<file path="src/hw/rtl/rational_arithmetic_unit_macros.svh">
// Assertion helper macros for the rational arithmetic unit
`ifndef RATIONAL_ARITHMETIC_UNIT_MACROS_SVH
`define RATIONAL_ARITHMETIC_UNIT_MACROS_SVH
// implication checked every cycle outside reset
`define RAU_ASSERT_IMP(label, clk, rst, ante, cons, msg) \
   label: assert property (@(posedge clk) disable iff (rst) (ante) |-> (cons)) else $error(msg);
// implication whose consequent is checked in the cycle after the antecedent
`define RAU_ASSERT_NEXT(label, clk, rst, ante, cons, msg) \
   label: assert property (@(posedge clk) disable iff (rst) (ante) |=> (cons)) else $error(msg);
`endif

</file>
<file path="src/hw/rtl/rau_pkg.sv">
`timescale 1ns / 1ps
// ----------------------------------------------------------------------------
// rau_pkg
// Shared types and constants of the rational arithmetic unit.
// ----------------------------------------------------------------------------
package rau_pkg;
   localparam int WORD_BITS = 32;
   localparam int WIDE_BITS = 2 * WORD_BITS;
   localparam int CNT_BITS  = $clog2(WIDE_BITS + 1);

   typedef enum logic [2:0] {
      OP_ADD = 3'd0,
      OP_SUB = 3'd1,
      OP_MUL = 3'd2,
      OP_DIV = 3'd3,
      OP_CMP = 3'd4,
      OP_NRM = 3'd5
   } op_type;

   typedef struct packed {
      logic [2:0]                  req_type;
      logic signed [WORD_BITS-1:0] a_num;
      logic signed [WORD_BITS-1:0] a_den;
      logic signed [WORD_BITS-1:0] b_num;
      logic signed [WORD_BITS-1:0] b_den;
   } req_type_t_type;

   typedef struct packed {
      logic signed [WORD_BITS-1:0] res_num;
      logic [WORD_BITS-2:0]        res_den;
      logic                        is_less;
      logic                        is_equal;
      logic                        overflow;
   } rsp_type;

   // command and status between sequencer and divider
   typedef struct packed {
      logic                 start;
      logic [WIDE_BITS-1:0] dividend;
      logic [WIDE_BITS-1:0] divisor;
   } div_cmd_type;

   typedef struct packed {
      logic                 done;
      logic [WIDE_BITS-1:0] quotient;
      logic [WIDE_BITS-1:0] remainder;
   } div_sts_type;
endpackage

</file>
<file path="src/hw/rtl/rau_divider.sv">
`timescale 1ns / 1ps
// ----------------------------------------------------------------------------
// rau_divider
// Restoring radix-2 unsigned divider, one quotient bit per cycle.
// ----------------------------------------------------------------------------
module rau_divider (
   input  logic                 clock,
   input  logic                 reset,
   input  rau_pkg::div_cmd_type cmd,
   output rau_pkg::div_sts_type sts
);
   import rau_pkg::*;

   logic                 busy_ff, busy_in;
   logic                 done_ff, done_in;
   logic [CNT_BITS-1:0]  cnt_ff, cnt_in;
   logic [WIDE_BITS-1:0] quo_ff, quo_in;
   logic [WIDE_BITS-1:0] rem_ff, rem_in;
   logic [WIDE_BITS-1:0] dsr_ff, dsr_in;
   logic [WIDE_BITS:0]   trial;

   // start load or one shift-subtract step
   always_comb begin
      busy_in = busy_ff;
      done_in = 1'b0;
      cnt_in  = cnt_ff;
      quo_in  = quo_ff;
      rem_in  = rem_ff;
      dsr_in  = dsr_ff;
      trial   = {rem_ff, quo_ff[WIDE_BITS-1]} - {1'b0, dsr_ff};
      if (cmd.start) begin
         busy_in = 1'b1;
         cnt_in  = CNT_BITS'(WIDE_BITS);
         quo_in  = cmd.dividend;
         rem_in  = '0;
         dsr_in  = cmd.divisor;
      end else if (busy_ff) begin
         if (!trial[WIDE_BITS]) begin
            rem_in = trial[WIDE_BITS-1:0];
         end else begin
            rem_in = {rem_ff[WIDE_BITS-2:0], quo_ff[WIDE_BITS-1]};
         end
         quo_in = {quo_ff[WIDE_BITS-2:0], ~trial[WIDE_BITS]};
         cnt_in = cnt_ff - 1'b1;
         if (cnt_ff == CNT_BITS'(1)) begin
            busy_in = 1'b0;
            done_in = 1'b1;
         end
      end
   end

   always_ff @(posedge clock) begin
      if (reset) begin
         busy_ff <= 1'b0;
         done_ff <= 1'b0;
         cnt_ff  <= '0;
      end else begin
         busy_ff <= busy_in;
         done_ff <= done_in;
         cnt_ff  <= cnt_in;
      end
      quo_ff <= quo_in;
      rem_ff <= rem_in;
      dsr_ff <= dsr_in;
   end

   assign sts.done      = done_ff;
   assign sts.quotient  = quo_ff;
   assign sts.remainder = rem_ff;
endmodule

</file>
<file path="config.mk">
export PLATFORM = sky130hd
export DESIGN_NAME = rau_divider
export DESIGN_NICKNAME = d
export VERILOG_FILES = /design/src/hw/rtl/rational_arithmetic_unit_macros.svh /design/src/hw/rtl/rau_pkg.sv /design/src/hw/rtl/rau_divider.sv
export SDC_FILE = /design/constraint.sdc
export NUM_CORES = 1
export LEC_CHECK = 0
export BUFFER_PORTS_ARGS = -buffer_cell sky130_fd_sc_hd__buf_2
export CAP_MARGIN = 20
export CORE_ASPECT_RATIO = 0.8
export CORE_MARGIN = 2
export CORE_UTILIZATION = 35
export DETAILED_ROUTE_END_ITERATION = 16
export SETUP_SLACK_MARGIN = 0.05
export SLEW_MARGIN = 40
export SYNTH_ARGS = -nofsm -noshare
export SYNTH_HDL_FRONTEND = slang
export SYNTH_SLANG_ARGS = --single-unit
</file>
<file path="constraint.sdc">
create_clock -name clock -period 8.1 [get_ports clock]
set_input_delay 0.81 -clock clock [delete_from_list [all_inputs] [get_ports clock]]
set_output_delay 0.81 -clock clock [all_outputs]
set_load 0.05 [all_outputs]
</file>
==> flow_metrics.env <==
export IMPL_p_per_area_mw_per_mm2=225
export IMPL_synth_top_area_cell="edfxtp_1"
export IMPL_die_area_mm2=0.0356
export IMPL_grt_setup_unrepaired="false"
export IMPL_die_y_um=169
export IMPL_slew_headroom_pct=47.9
export IMPL_synth_xor_area_share_pct=4.82
export IMPL_cts_clk_slew_worst_paths_ns=0.06
export IMPL_cts_htree_levels=1
export IMPL_synth_edf_count=128
export IMPL_drt_pass1_iter_count=6
export IMPL_crit_required_ns=8.54
export IMPL_clkSinkCount=201
export IMPL_post_cts_setup_buffer_count=0
export IMPL_path_class="reg -> reg"
export IMPL_cts_inserted_buffers=24
export IMPL_power_w=0.00324
export IMPL_cts_resized=0
export IMPL_place_congestion=0.875
export IMPL_netlist_instances=1188
export IMPL_fin_crit_ns=3.82
export IMPL_finClkSkew_ns=0.0214
export IMPL_grt_pass1_wl_um=54100
export IMPL_hp_start="cmd[48]"
export IMPL_routed_via_density=5.33
export IMPL_syn_area_per_cell_um2=10.1
export IMPL_synth_top_flop_cell="edfxtp_1"
export IMPL_nets=1617
export IMPL_root_buffer="clkbuf_16"
export IMPL_regToRegStartpoint="quo_ff[63]$_DFFE_PP_"
export IMPL_drv_cap=0
export IMPL_end_kind="register"
export IMPL_synth_top_area_share_pct=32.2
export IMPL_port_buffers=259
export IMPL_drt_iter0_drc=689
export IMPL_synth_compound_area_share_pct=17.6
export IMPL_gr_total_overflow=0
export IMPL_synth_fp_nets=1386
export IMPL_layout_drive_gt1_share_pct=27.2
export IMPL_yosysUniqueCellTypes=81
export IMPL_routed_wl_um=35000
export IMPL_yosys_mux_area_fraction_pct=9.21
export IMPL_synthArstFlopShare_pct=0
export IMPL_pin_count=260
export IMPL_p_leak_nw=6.21
export IMPL_met2_usage_pct=28.1
export IMPL_use_met3_pct=5.51
export IMPL_grt_max_degree=91
export IMPL_netlist_area_mm2=0.0119
export IMPL_yosysMostFrequentCell="edfxtp_1"
export IMPL_synth_top_family_by_area="compound AO/OA/AOI/OAI gates"
export IMPL_setup_tns_ns=0
export IMPL_cts_tree="done"
export IMPL_setup_violations=0
export IMPL_grt_pass1_vias=9556
export IMPL_drc=0
export IMPL_start_kind="register"
export IMPL_vdd_drop_max_v=0.000182
export IMPL_met1_usage_pct=28.0
export IMPL_min_path_type="in -> reg"
export IMPL_cts_buffer_depth=3
export IMPL_coreArea_mm2=0.0336
export IMPL_postCtsHoldBufs=0
export IMPL_path_max_fanout=31
export IMPL_outcome="completed"
export IMPL_synth_common_cells="edfxtp_1, nor2_1, nand2_1"
export IMPL_drtAntennaViolNets=0
export IMPL_start_util_pct=35.5
export IMPL_cp_data_arrival_time_ns=4.25
export IMPL_synthSimpleGateAreaFrac_pct=11.8
export IMPL_fmax_mhz=262
export IMPL_yosys_warnings=0
export IMPL_grt_use_total_pct=19.3
export IMPL_dieWidth_um=211
export IMPL_antenna_found_initial=5
export IMPL_min_period_over_period_pct=47.1
export IMPL_hold_viol=0
export IMPL_grt_busiest_layer="met2"
export IMPL_synthTopCellsByArea="edfxtp_1, dfxtp_1, ha_1"
export IMPL_fp_row_count=60
export IMPL_ys_seq_area_share_pct=44.4
export IMPL_hpwl_um=26000
export IMPL_area_growth_pct=20.5
export IMPL_wire_per_inst_um=18.7
export IMPL_insertion_delay_ns=0.55
export IMPL_drv_slew=0
export IMPL_dr_total_vias=9994
export IMPL_ys_seq_elements=201
export IMPL_tightestPinTransition_ns=0.781
export IMPL_synth_fa_ha_area_share_pct=7.08
export IMPL_startpoint="quo_ff[63]$_DFFE_PP_"
==> cell usage in the layout, fill, tap and decap left out, types with 36 or more instances in the layout <==
master	instances
a211oi_1	41
a21oi_1	81
buf_2	258
dfxtp_1	72
edfxtp_1	128
ha_1	66
inv_1	79
mux2_2	63
mux2i_1	39
nand2_1	82
nor2_1	112
o21ai_0	52
xnor2_1	36
==> report_power, final <==
group	switching, W	internal (W)	total [W]
sequential	0.0000574	0.00119	0.00125
combinational	0.000603	0.000296	0.000899
clock	0.000446	0.000643	0.00109
total	0.00111	0.00213	0.00324
==> critical path, cell delays in order (launching register included) <==
cell	delay [ns]
edfxtp_1	0.34
inv_1	0.06
ha_1	0.22
fa_1	0.40
nor2b_1	0.16
o31a_1	0.20
o311a_1	0.27
o2111ai_2	0.13
nand2_1	0.22
a21oi_4	0.12
a21oi_4	0.23
xor2_4	0.33
buf_4	0.51
o2111ai_1	0.20
a311oi_1	0.30
==> layout make-up <==
type,instances,area [µm²]
fill,3331,19200
multi-input combinational,843,6050
sequential,201,5310
timing repair buffer,268,1390
clock buffer,28,616
tap,434,543
inverter,81,304
clock inverter,15,176
antenna,5,12.5
==> routing by layer <==
layer | wire length (µm) | vias up
met3 | 2750 | 46
met4 | 724 | 2
met5 | 11 | -
li1 | - | 4863
met1 | 17000 | 4731
met2 | 14500 | 352
==> registers in the layout, summed over array words and instances, names as in the netlist <==
register and count:
quo_ff 64, rem_ff 64, dsr_ff 64, done_ff 1
busy_ff 1, cnt_ff 7
==> worst paths after layout <==
kind | end | slack, ns | cells past startpoint
max | rem_ff[63]$_SDFFE_PP0P_ | 4.28 | 14
min | dsr_ff[48]$_DFFE_PP_ | 0.43 | 1
max reg2reg | rem_ff[63]$_SDFFE_PP0P_ | 4.28 | 14
min reg2reg | cnt_ff[1]$_SDFFE_PP0P_ | 0.50 | 2
==> stage by stage <==
stage | area, µm² | utilization [%] | instances | setup slack [ns] | hold WS (ns)
floorplan | 11900 | - | 1188 | 4.67 | 0.469
global placement | 13600 | 40.3 | 1826 | 3.97 | 0.484
detailed placement | 13600 | 40.3 | 1826 | 3.86 | 0.496
CTS | 14400 | 42.7 | 1869 | 3.79 | 0.405
global route | 14400 | 42.8 | 1872 | 3.98 | 0.406
finish | 14400 | 42.8 | 1875 | 4.28 | 0.434
==> kinds of logic after synthesis <==
kind of cell    count (synthesis)
simple gates                  302
xor+xnor                       64
mux                           102
compound gates                308
buf+inv                       144
fa+ha+maj                      67
flops                         201
No activity file was read; power rests on OpenSTA's default activity.
